`config.mk`:
```
export PLATFORM = sky130hd
export DESIGN_NAME = rolling_hash_pattern_matcher_core
export DESIGN_NICKNAME = d
export VERILOG_FILES = /design/src/rhpm_pkg.sv /design/src/rhpm_mod_lane.sv /design/src/rhpm_window.sv /design/src/rolling_hash_pattern_matcher_core.sv
export VERILOG_INCLUDE_DIRS = /design/src /design/src/src
export SDC_FILE = /design/constraint.sdc
export NUM_CORES = 2
export LEC_CHECK = 0
export BUFFER_PORTS_ARGS = -buffer_cell sky130_fd_sc_hd__buf_4
export CAP_MARGIN = 15
export CORE_ASPECT_RATIO = 1.2
export CORE_MARGIN = 10
export CORE_UTILIZATION = 45
export DETAILED_ROUTE_END_ITERATION = 10
export GPL_TIMING_DRIVEN = 0
export PLACE_DENSITY = 0.58
export SYNTH_ARGS = -nofsm -noshare
export SYNTH_HDL_FRONTEND = slang
export SYNTH_SLANG_ARGS = --single-unit
```
`constraint.sdc`:
```
create_clock -name clk -period 9.1 [get_ports clk]
set_clock_uncertainty 0.1 [all_clocks]
set_input_delay 1.82 -clock clk [delete_from_list [all_inputs] [get_ports clk]]
set_output_delay 1.82 -clock clk [all_outputs]
set_load 0.005 [all_outputs]
```
`src/rolling_hash_pattern_matcher_core_defines.svh`:
```
// assertion macros for the rolling hash pattern matcher
// used by the top level only, no other dependencies
`ifndef ROLLING_HASH_PATTERN_MATCHER_CORE_DEFINES_SVH
`define ROLLING_HASH_PATTERN_MATCHER_CORE_DEFINES_SVH

// same-cycle implication, disabled while in reset
`define RHPM_ASSERT_IMP(lbl, clk, rstn, ante, cons, msg) \
  lbl: assert property (@(posedge clk) disable iff (!rstn) (ante) |-> (cons)) \
    else $error(msg);

// next-cycle implication, disabled while in reset
`define RHPM_ASSERT_NXT(lbl, clk, rstn, ante, cons, msg) \
  lbl: assert property (@(posedge clk) disable iff (!rstn) (ante) |=> (cons)) \
    else $error(msg);

`endif

```
`src/rhpm_pkg.sv`:
```
// shared types, codes and modular helper functions for the rolling hash matcher
// no dependencies
package rhpm_pkg;

  localparam int unsigned BYTE_W  = 8;
  localparam int unsigned HASH_W  = 16;
  localparam int unsigned COUNT_W = 32;
  localparam int unsigned PAT_W   = 128;
  localparam int unsigned OUT_W   = 40;
  localparam int unsigned CFG_W   = 64;

  localparam logic [COUNT_W-1:0] COUNT_MAX = 32'hFFFF_FFFF;

  typedef logic [HASH_W-1:0] hash_t;
  typedef logic [1:0]        cfg_idx_t;

  localparam cfg_idx_t CFG_PATTERN_LENGTH = 2'd0;
  localparam cfg_idx_t CFG_HASH_MODULUS   = 2'd1;
  localparam cfg_idx_t CFG_PATTERN_LOW    = 2'd2;
  localparam cfg_idx_t CFG_PATTERN_HIGH   = 2'd3;

  typedef enum logic [2:0] {
    ST_IDLE,
    ST_RESTART,
    ST_LATCH,
    ST_REDUCE,
    ST_MUL,
    ST_SUB,
    ST_SHIFT,
    ST_DONE
  } st_t;

  typedef struct packed {
    logic  load;
    hash_t load_val;
    logic  step;
    logic  shift_bit;
    logic  add_en;
    hash_t add_val;
  } lane_ctl_t;

  typedef struct packed {
    logic load;
    logic clear;
    logic step;
  } win_ctl_t;

  // (2*acc + b) mod q, acc < q except the start value one
  function automatic hash_t mod_dbl(hash_t acc, logic b, hash_t q);
    logic [HASH_W:0] s;
    s = {acc, b};
    if (q == 16'd1) return '0;
    if (s >= {1'b0, q}) return 16'(s - {1'b0, q});
    return 16'(s);
  endfunction

  // (a + b) mod q, both below q
  function automatic hash_t mod_add(hash_t a, hash_t b, hash_t q);
    logic [HASH_W:0] s;
    s = {1'b0, a} + {1'b0, b};
    if (s >= {1'b0, q}) return 16'(s - {1'b0, q});
    return 16'(s);
  endfunction

  // (a - b) mod q, both below q
  function automatic hash_t mod_sub(hash_t a, hash_t b, hash_t q);
    logic [HASH_W:0] s;
    if (a >= b) s = {1'b0, a} - {1'b0, b};
    else s = {1'b0, a} + {1'b0, q} - {1'b0, b};
    return 16'(s);
  endfunction

endpackage

```
`src/rhpm_mod_lane.sv`:
```
// bit-serial modular accumulator lane: one doubling plus optional add per cycle while stepped
// depends on rhpm_pkg
module rhpm_mod_lane (
  input  logic               clk,
  input  rhpm_pkg::hash_t    q,
  input  rhpm_pkg::lane_ctl_t ctl,
  output rhpm_pkg::hash_t    acc
);

  rhpm_pkg::hash_t acc_r;
  rhpm_pkg::hash_t acc_nxt;
  rhpm_pkg::hash_t dbl;

  always_comb begin
    dbl     = rhpm_pkg::mod_dbl(acc_r, ctl.shift_bit, q);
    acc_nxt = acc_r;
    if (ctl.load) begin
      acc_nxt = ctl.load_val;
    end else if (ctl.step) begin
      acc_nxt = rhpm_pkg::mod_add(dbl, ctl.add_en ? ctl.add_val : '0, q);
    end
  end

  always_ff @(posedge clk) begin
    acc_r <= acc_nxt;
  end

  assign acc = acc_r;

endmodule

```
`src/rhpm_window.sv`:
```
// text window shift line with a byte-serial pattern compare line
// depends on rhpm_pkg
module rhpm_window #(
  parameter int MAX_PATTERN = 16
) (
  input  logic                               clk,
  input  logic                               rst_n,
  input  rhpm_pkg::win_ctl_t                 ctl,
  input  logic [7:0]                         text_byte,
  input  logic [$clog2(MAX_PATTERN+1)-1:0]   m_eff,
  input  logic [rhpm_pkg::PAT_W-1:0]         pat_vec,
  input  logic [3:0]                         cnt,
  output logic [7:0]                         old_byte,
  output logic                               cmp_ok
);

  localparam int LEN_W = $clog2(MAX_PATTERN + 1);
  localparam int IDX_W = (MAX_PATTERN > 1) ? $clog2(MAX_PATTERN) : 1;

  logic [7:0] win_r   [MAX_PATTERN];
  logic [7:0] win_nxt [MAX_PATTERN];
  logic [7:0] cmp_r   [MAX_PATTERN];
  logic [7:0] cmp_nxt [MAX_PATTERN];
  logic       ok_r;
  logic       ok_nxt;
  logic       live;
  logic [4:0] pidx;
  logic [7:0] pat_byte;

  // newest byte sits in entry 0; the byte leaving is at m-1
  assign old_byte = win_r[IDX_W'(m_eff - LEN_W'(1))];

  always_comb begin
    // entry i is compared with pattern byte m-1-i
    live     = {1'b0, cnt} < 5'(m_eff);
    pidx     = 5'(m_eff) - 5'd1 - {1'b0, cnt};
    pat_byte = pat_vec[{pidx[3:0], 3'b000} +: 8];
    for (int i = 0; i < MAX_PATTERN; i++) begin
      win_nxt[i] = win_r[i];
      cmp_nxt[i] = cmp_r[i];
    end
    ok_nxt = ok_r;
    if (ctl.load) begin
      win_nxt[0] = text_byte;
      cmp_nxt[0] = text_byte;
      for (int i = 1; i < MAX_PATTERN; i++) begin
        win_nxt[i] = ctl.clear ? 8'd0 : win_r[i-1];
        cmp_nxt[i] = ctl.clear ? 8'd0 : win_r[i-1];
      end
      ok_nxt = 1'b1;
    end else if (ctl.step) begin
      for (int i = 0; i < MAX_PATTERN - 1; i++) begin
        cmp_nxt[i] = cmp_r[i+1];
      end
      cmp_nxt[MAX_PATTERN-1] = 8'd0;
      if (live && (cmp_r[0] != pat_byte)) ok_nxt = 1'b0;
    end
  end

  always_ff @(posedge clk) begin
    if (!rst_n) begin
      for (int i = 0; i < MAX_PATTERN; i++) win_r[i] <= 8'd0;
    end else begin
      for (int i = 0; i < MAX_PATTERN; i++) win_r[i] <= win_nxt[i];
    end
  end

  always_ff @(posedge clk) begin
    for (int i = 0; i < MAX_PATTERN; i++) cmp_r[i] <= cmp_nxt[i];
    ok_r <= ok_nxt;
  end

  assign cmp_ok = ok_r;

endmodule

```
`src/rolling_hash_pattern_matcher_core.sv`:
```
// top level of the rolling hash (rabin-karp) pattern matcher
// depends on rhpm_pkg, rhpm_mod_lane, rhpm_window and the defines header
//
//   channel   | dir | handshake            | payload
//   ----------+-----+----------------------+------------------------------------------
//   in_       | in  | in_tvalid/in_tready  | tdata: text_byte; tuser: new_text
//   out_      | out | out_tvalid/out_tready| tdata: window_full hash_hit found start
//   cfg_      | in  | cfg_valid/cfg_ready  | cfg_index, cfg_data (64 bit)
//
// one word runs from accept to result through the sequencer states of the bit-serial lanes:
// reduce the hash and leading power, multiply the leaving byte by that power (skipped
// while the window is not full), subtract it, shift in the new byte, then done; a word
// with new_text first runs the restart sweep and latch states to rebuild pattern hash
// and leading power; synchronous active-low reset; a finished result waits in the output
// register while the next word is already accepted and worked on
`include "rolling_hash_pattern_matcher_core_defines.svh"

module rolling_hash_pattern_matcher_core #(
  parameter int MAX_PATTERN = 16
) (
  input  logic        clk,
  input  logic        rst_n,
  input  logic        in_tvalid,
  output logic        in_tready,
  input  logic [7:0]  in_tdata,   // [7:0] text_byte
  input  logic        in_tuser,   // [0] new_text
  output logic        out_tvalid,
  input  logic        out_tready,
  output logic [39:0] out_tdata,  // [0] window_full [1] hash_hit [2] found [34:3] match_start
  input  logic        cfg_valid,
  output logic        cfg_ready,
  input  logic [1:0]  cfg_index,
  input  logic [63:0] cfg_data
);

  localparam int LEN_W = $clog2(MAX_PATTERN + 1);
  localparam int CNT_W = $clog2(8 * MAX_PATTERN) + 1;

  // configuration registers
  logic [4:0]                       len_r;
  rhpm_pkg::hash_t                  mod_r;
  logic [63:0]                      pat_lo_r;
  logic [63:0]                      pat_hi_r;

  // sequencer and per-word state
  rhpm_pkg::st_t                    state_r, state_nxt;
  logic [CNT_W-1:0]                 cnt_r, cnt_nxt;
  logic [7:0]                       byte_r, byte_nxt;
  logic [7:0]                       old_r, old_nxt;
  logic                             full_before_r, full_before_nxt;

  // matcher state kept across words
  logic [rhpm_pkg::COUNT_W-1:0]     bseen_r, bseen_nxt, bseen_base;
  rhpm_pkg::hash_t                  text_hash_r, text_hash_nxt;
  rhpm_pkg::hash_t                  phash_r, phash_nxt;
  rhpm_pkg::hash_t                  lead_r, lead_nxt;

  // output register
  logic                             out_valid_r, out_valid_nxt;
  logic [rhpm_pkg::OUT_W-1:0]       out_data_r, out_data_nxt;

  logic                             accept;
  logic                             room;
  logic [LEN_W-1:0]                 m_eff;
  rhpm_pkg::hash_t                  q_eff;
  logic [CNT_W-1:0]                 rs_last;
  logic [CNT_W-1:0]                 h_len;
  logic [rhpm_pkg::PAT_W-1:0]       pat_vec;
  logic [3:0]                       rbyte;
  logic                             pat_bit;

  rhpm_pkg::lane_ctl_t              ctl_a, ctl_b, ctl_c;
  rhpm_pkg::hash_t                  acc_a, acc_b, acc_c;
  rhpm_pkg::win_ctl_t               win_ctl;
  logic [7:0]                       win_old;
  logic                             cmp_ok;

  logic                             full_now;
  logic                             hit_now;
  logic [rhpm_pkg::COUNT_W-1:0]     start_now;

  assign accept     = in_tvalid && in_tready;
  assign in_tready  = (state_r == rhpm_pkg::ST_IDLE);
  assign cfg_ready  = 1'b1;  // config should only change while idle; the block itself does not enforce it
  assign room       = !out_valid_r || out_tready;
  assign out_tvalid = out_valid_r;
  assign out_tdata  = out_data_r;

  // effective length and modulus: zero length acts as one, long ones clamp
  always_comb begin
    if (len_r == 5'd0) m_eff = LEN_W'(1);
    else if (len_r > 5'(MAX_PATTERN)) m_eff = LEN_W'(MAX_PATTERN);
    else m_eff = LEN_W'(len_r);
  end
  assign q_eff = (mod_r == '0) ? 16'd1 : mod_r;

  // restart sweep: 8*m bits of pattern, the power lane doubles for the first 8*(m-1) bits
  assign rs_last = CNT_W'({m_eff, 3'b000}) - CNT_W'(1);
  assign h_len   = CNT_W'({m_eff - LEN_W'(1), 3'b000});
  assign pat_vec = {pat_hi_r, pat_lo_r};
  assign rbyte   = 4'(cnt_r >> 3);
  assign pat_bit = pat_vec[{rbyte, ~cnt_r[2:0]}];

  rhpm_mod_lane lane_a (.clk(clk), .q(q_eff), .ctl(ctl_a), .acc(acc_a));
  rhpm_mod_lane lane_b (.clk(clk), .q(q_eff), .ctl(ctl_b), .acc(acc_b));
  rhpm_mod_lane lane_c (.clk(clk), .q(q_eff), .ctl(ctl_c), .acc(acc_c));

  rhpm_window #(.MAX_PATTERN(MAX_PATTERN)) u_window (
    .clk       (clk),
    .rst_n     (rst_n),
    .ctl       (win_ctl),
    .text_byte (in_tdata),
    .m_eff     (m_eff),
    .pat_vec   (pat_vec),
    .cnt       (cnt_r[3:0]),
    .old_byte  (win_old),
    .cmp_ok    (cmp_ok)
  );

  // next state
  always_comb begin
    state_nxt = state_r;
    unique case (state_r)
      rhpm_pkg::ST_IDLE: begin
        if (in_tvalid) state_nxt = in_tuser ? rhpm_pkg::ST_RESTART : rhpm_pkg::ST_REDUCE;
      end
      rhpm_pkg::ST_RESTART: begin
        if (cnt_r == rs_last) state_nxt = rhpm_pkg::ST_LATCH;
      end
      rhpm_pkg::ST_LATCH: state_nxt = rhpm_pkg::ST_REDUCE;
      rhpm_pkg::ST_REDUCE: begin
        if (cnt_r == CNT_W'(15)) begin
          state_nxt = full_before_r ? rhpm_pkg::ST_MUL : rhpm_pkg::ST_SUB;
        end
      end
      rhpm_pkg::ST_MUL: begin
        if (cnt_r == CNT_W'(7)) state_nxt = rhpm_pkg::ST_SUB;
      end
      rhpm_pkg::ST_SUB: state_nxt = rhpm_pkg::ST_SHIFT;
      rhpm_pkg::ST_SHIFT: begin
        if (cnt_r == CNT_W'(7)) state_nxt = rhpm_pkg::ST_DONE;
      end
      rhpm_pkg::ST_DONE: begin
        if (room) state_nxt = rhpm_pkg::ST_IDLE;
      end
      default: state_nxt = rhpm_pkg::ST_IDLE;
    endcase
  end

  // lane and window controls
  always_comb begin
    ctl_a   = '0;
    ctl_b   = '0;
    ctl_c   = '0;
    win_ctl = '0;
    unique case (state_r)
      rhpm_pkg::ST_IDLE: begin
        if (accept) begin
          // lane a starts the leading power at one on a restart
          ctl_a.load     = 1'b1;
          ctl_a.load_val = in_tuser ? 16'd1 : 16'd0;
          ctl_b.load     = 1'b1;
          ctl_c.load     = 1'b1;
          win_ctl.load   = 1'b1;
          win_ctl.clear  = in_tuser;
        end
      end
      rhpm_pkg::ST_RESTART: begin
        // a: power times 256 per 8 doublings, c: pattern hash msb first
        ctl_a.step      = (cnt_r < h_len);
        ctl_c.step      = 1'b1;
        ctl_c.shift_bit = pat_bit;
      end
      rhpm_pkg::ST_LATCH: begin
        ctl_a.load = 1'b1;
        ctl_c.load = 1'b1;
      end
      rhpm_pkg::ST_REDUCE: begin
        // a: stored hash mod q, b: leading power mod q, window compare alongside
        ctl_a.step      = 1'b1;
        ctl_a.shift_bit = text_hash_r[~cnt_r[3:0]];
        ctl_b.step      = 1'b1;
        ctl_b.shift_bit = lead_r[~cnt_r[3:0]];
        win_ctl.step    = 1'b1;
      end
      rhpm_pkg::ST_MUL: begin
        // c: leaving byte times reduced power, shift and add
        ctl_c.step    = 1'b1;
        ctl_c.add_en  = old_r[~cnt_r[2:0]];
        ctl_c.add_val = acc_b;
      end
      rhpm_pkg::ST_SUB: begin
        ctl_a.load     = 1'b1;
        ctl_a.load_val = rhpm_pkg::mod_sub(acc_a, acc_c, q_eff);
      end
      rhpm_pkg::ST_SHIFT: begin
        // eight doublings make the times 256, byte bits fill in
        ctl_a.step      = 1'b1;
        ctl_a.shift_bit = byte_r[~cnt_r[2:0]];
      end
      rhpm_pkg::ST_DONE: ;
      default: ;
    endcase
  end

  // result of the finished word
  always_comb begin
    full_now  = bseen_r >= 32'(m_eff);
    hit_now   = full_now && (acc_a == phash_r);
    start_now = '0;
    if (full_now) begin
      start_now = (bseen_r == rhpm_pkg::COUNT_MAX) ? rhpm_pkg::COUNT_MAX
                                                   : bseen_r - 32'(m_eff);
    end
  end

  // datapath next values
  always_comb begin
    cnt_nxt         = (state_nxt != state_r || state_r == rhpm_pkg::ST_IDLE) ? '0
                                                                              : cnt_r + 1'b1;
    byte_nxt        = byte_r;
    old_nxt         = old_r;
    full_before_nxt = full_before_r;
    bseen_nxt       = bseen_r;
    text_hash_nxt   = text_hash_r;
    phash_nxt       = phash_r;
    lead_nxt        = lead_r;
    bseen_base      = in_tuser ? '0 : bseen_r;
    out_valid_nxt   = out_tready ? 1'b0 : out_valid_r;
    out_data_nxt    = out_data_r;

    if (accept) begin
      byte_nxt        = in_tdata;
      old_nxt         = in_tuser ? 8'd0 : win_old;
      full_before_nxt = bseen_base >= 32'(m_eff);
      bseen_nxt       = (bseen_base == rhpm_pkg::COUNT_MAX) ? bseen_base
                                                            : bseen_base + 1'b1;
      if (in_tuser) text_hash_nxt = '0;
    end

    if (state_r == rhpm_pkg::ST_LATCH) begin
      lead_nxt  = acc_a;
      phash_nxt = acc_c;
    end

    if (state_r == rhpm_pkg::ST_DONE && room) begin
      text_hash_nxt = acc_a;
      out_valid_nxt = 1'b1;
      out_data_nxt  = {5'd0, start_now, hit_now && cmp_ok, hit_now, full_now};
    end
  end

  always_ff @(posedge clk) begin
    if (!rst_n) begin
      state_r     <= rhpm_pkg::ST_IDLE;
      cnt_r       <= '0;
      bseen_r     <= '0;
      text_hash_r <= '0;
      phash_r     <= '0;
      lead_r      <= 16'd1;
      out_valid_r <= 1'b0;
      len_r       <= 5'd1;
      mod_r       <= 16'd101;
      pat_lo_r    <= '0;
      pat_hi_r    <= '0;
    end else begin
      state_r     <= state_nxt;
      cnt_r       <= cnt_nxt;
      bseen_r     <= bseen_nxt;
      text_hash_r <= text_hash_nxt;
      phash_r     <= phash_nxt;
      lead_r      <= lead_nxt;
      out_valid_r <= out_valid_nxt;
      if (cfg_valid && cfg_ready) begin
        unique case (cfg_index)
          rhpm_pkg::CFG_PATTERN_LENGTH: len_r    <= cfg_data[4:0];
          rhpm_pkg::CFG_HASH_MODULUS:   mod_r    <= cfg_data[15:0];
          rhpm_pkg::CFG_PATTERN_LOW:    pat_lo_r <= cfg_data;
          rhpm_pkg::CFG_PATTERN_HIGH:   pat_hi_r <= cfg_data;
          default: ;
        endcase
      end
    end
  end

  // per-word payload, no reset needed
  always_ff @(posedge clk) begin
    byte_r        <= byte_nxt;
    old_r         <= old_nxt;
    full_before_r <= full_before_nxt;
    out_data_r    <= out_data_nxt;
  end

  `RHPM_ASSERT_NXT(a_accept_starts_work, clk, rst_n, accept, state_r != rhpm_pkg::ST_IDLE, "accepted word left the sequencer idle")
  `RHPM_ASSERT_IMP(a_found_needs_hit, clk, rst_n, out_valid_r, !out_data_r[2] || (out_data_r[1] && out_data_r[0]), "found without hash hit or full window")
  `RHPM_ASSERT_IMP(a_hash_reduced, clk, rst_n, state_r == rhpm_pkg::ST_SHIFT, acc_a < q_eff, "working hash not below modulus")
  `RHPM_ASSERT_NXT(a_done_delivers, clk, rst_n, (state_r == rhpm_pkg::ST_DONE) && !out_valid_r, out_valid_r, "finished word not delivered to output register")

endmodule
```
==> results.md <==
* Worst Path Max Fanout at 10
* Power density over the cells at 351.0 nW/um^2
* FP Rows at between 100 and 150
* WS Path Type: reg -> reg
* Post-synthesis async set-or-reset flop share at 0%
* GRT overflow at 0
* Slowest cell delay on critical path at ~0.52 ns
* Hold Path Origin: lead_r[7]
* Seq/Total Area, Yosys at between 30 and 40%
* Core area at 79180 um^2
* Unrepaired setup endpoints after global routing: false
* Port bufs at around 110
* CP Launch Point: cnt_r[0]
* Post-DRT Antenna Nets at 0
* Synth unique cells at 82
* Setup total negative slack at 0 ns
* Clk root buf: clkbuf_16
* DR pass1 iterations at 6
* GP Congestion at 0.9429
* Reg2reg start: cnt_r[0]
* Post-DP HPWL at between 90000 and 100000 um
* Clock Path Buffers at 3
* Post-layout nets at roughly 4400
* CP Data Required Time at around 9.5 ns
* Die Ht at about 330 um
* Initial core utilization at roughly 45%
* Mapped Area at 35940 um^2
* Worst Hold Class: reg -> reg
* Tmin final at 8.661 ns
* Max H-tree Level at 2
* Final setup viols at 0
* Tot Pwr at roughly 0.014 W
* Largest net degree at the start of global routing at a little under 70
* Crit path max-delay family: compound AO/OA/AOI/OAI gates
* Die X at 278.0 um
* TritonCTS Sinks at approximately 600
* #FFs+latches synth at roughly 600
* DR vias at ~30000
* Most common cell after layout, fill and taps aside: nand2_1
* Gr usage total at 25.45%
* Initial antenna violation count at 2
* Finished Layout Cells at 5218
* Drt drc at 0
* CP Launch Type: flip-flop
* First-pass GRT wire length at 181300 um
* Layout cells sized above 1 at about 10%
* MaxCap Viol Count at 0
* LEAKAGE at about 16 nW
* Die Footprint at ~92000 um^2
* Setup crit end kind: flip-flop
* Syn avg cell area at 9.116 um^2
* Crit-path slowest cell: mux4_2
* Outcome: complete, no violations
* Starting DRT DRC Count at approximately 2500
* Max-slew violation count at 0
* Measured slew at the worst slew-check pin at 1.218 ns
* Syn. warnings at 0
* Num CTS Buffers at between 60 and 70
* Number of vias per cell at 5.893
* Worst Path Buf+Inv at 5
* Synth Flop Type: dfxtp_1
* WL final at 120500 um
* EDFF count, synth at slightly above 200
* Cells after synthesis at a little under 4000
* Filler Cell Count at approximately 7600
* Fin. Hold Viols at 0
* Max VDD drop at approximately 0.30 mV
* Vias in the first global route at around 30000
* Reg clk slew, reported paths at around 0.070 ns
* Final period utilization at between 90% and 100%
* Area Overhead vs Synth at 12.47%
* Routed len/inst at roughly 23 um
* Post-Place Cells at 5103
* Clk Latency, worst-skew pair at 0.66 ns
* Slew Limit Headroom at about a fifth
* TritonCTS clock tree: built
* I/O pin count at around 120
* Maximum clock rate at 115.5 MHz
* Most frequent cells in the layout: nand2_1 (779), dfxtp_1 (394), a21oi_1 (372), edfxtp_1 (204), clkbuf_1 (202)
* Crit path DAT at slightly above 9 ns
metrics by stage:
step | utilization, % | worst slack (ns) | area [um^2] | hold slack, ns
finish | 51.06 | 0.4393 | 40420 | 0.3537
global route | 51.05 | 0.007282 | 40420 | 0.3701
CTS | 51.00 | 0.04641 | 40380 | 0.3536
detailed placement | 48.30 | -1.235 | 38240 | 0.3453
global placement | 48.13 | -1.264 | 38110 | 0.3408
floorplan | - | 1.308 | 35960 | 0.3318
cell type report:
type                       count  area [um^2]  area share, %
antenna                        1        2.502       0.006190
buffer                       242         1011          2.501
clock buffer                  89         1788          4.423
clock inverter                24        280.3         0.6933
inverter                     141        534.3          1.322
multi-input combinational   2964        20500          50.71
sequential                   598        14010          34.67
tap                         1035         1295          3.204
timing repair buffer         124        998.5          2.470
worst paths after layout:
path,end,slack (ns),depth (start not counted)
worst max-delay path,lane_c.acc[8],0.44,34
worst min-delay path,lead_r[7],0.35,2
worst max register to register,lane_c.acc[8],0.44,34
worst min register to register,lead_r[7],0.35,2
state kept, by name, indices dropped and copies added, names as in the netlist, 32 cells and up:
| name | count |
|---|---|
| u_window.cmp_r | 128 |
| u_window.win_r | 128 |
| pat_hi_r | 64 |
| pat_lo_r | 64 |
| out_tdata | 35 |
| bseen_r | 32 |
routing by layer:
metal  vias up  wire [um]  track usage [%]
met5         -         13                0
met4         2       5770            11.40
met3       249       6574            2.894
met2      1004      58360            43.87
met1     14930      49750            31.69
li1      14570          -                -
Yosys cell counts (24+ instances only):
library cell	n	area (um^2)
a21o_1	48	360.4
a21oi_1	374	1872
a22o_1	114	998.5
and2_1	38	237.7
and3_1	28	175.2
buf_2	24	120.1
clkbuf_1	197	739.5
dfxtp_1	394	7888
edfxtp_1	204	6126
fa_1	25	500.5
ha_1	170	2127
inv_1	138	518.0
mux2i_1	56	560.5
mux4_2	123	2770
nand2_1	779	2924
nand2b_1	25	156.4
nand3_1	109	545.5
nand3b_1	118	885.9
nand4_1	41	256.5
nor2_1	197	739.5
nor2b_1	39	244.0
nor3_1	60	300.3
nor4_1	24	150.1
o21a_1	38	285.3
o21ai_0	108	540.5
or3_1	31	193.9
xnor2_1	103	902.1
xor2_1	70	613.1
report_power, final:
| part | switching (W) | total [W] | internal [W] | leakage [nW] |
|---|---|---|---|---|
| sequential | 0.000370 | 0.00347 | 0.00310 | 5.18 |
| clock | 0.00112 | 0.00263 | 0.00151 | 1.02 |
| combinational | 0.00479 | 0.00809 | 0.00330 | 9.61 |
| total | 0.00628 | 0.0142 | 0.00791 | 15.8 |
tightest hold or removal path: stages, from the launching register on:
cell and delay (ns):
dfxtp_1 0.31, nand2_1 0.05, a21oi_1 0.05
cells by family after synthesis:
kind of cell               count (synthesis)  synth area share [%]
AOI/OAI and AO/OA                        863                 15.40
xor gates and xnor gates                 174                 4.278
adders and majority gates                195                 7.310
buffers and inverters                    385                 4.167
DFF                                      598                 38.99
muxes                                    191                 9.893
other                                      2               0.02089
and+or+nand+nor                         1535                 19.94
what timing repair did:
item,CTS,global route
setup endpoints to repair,16,16
hold buffers,0,0
setup buffers,1,2
pin swaps,1,3
gates resized for setup,22,13
(Power assumes the default switching activity.)
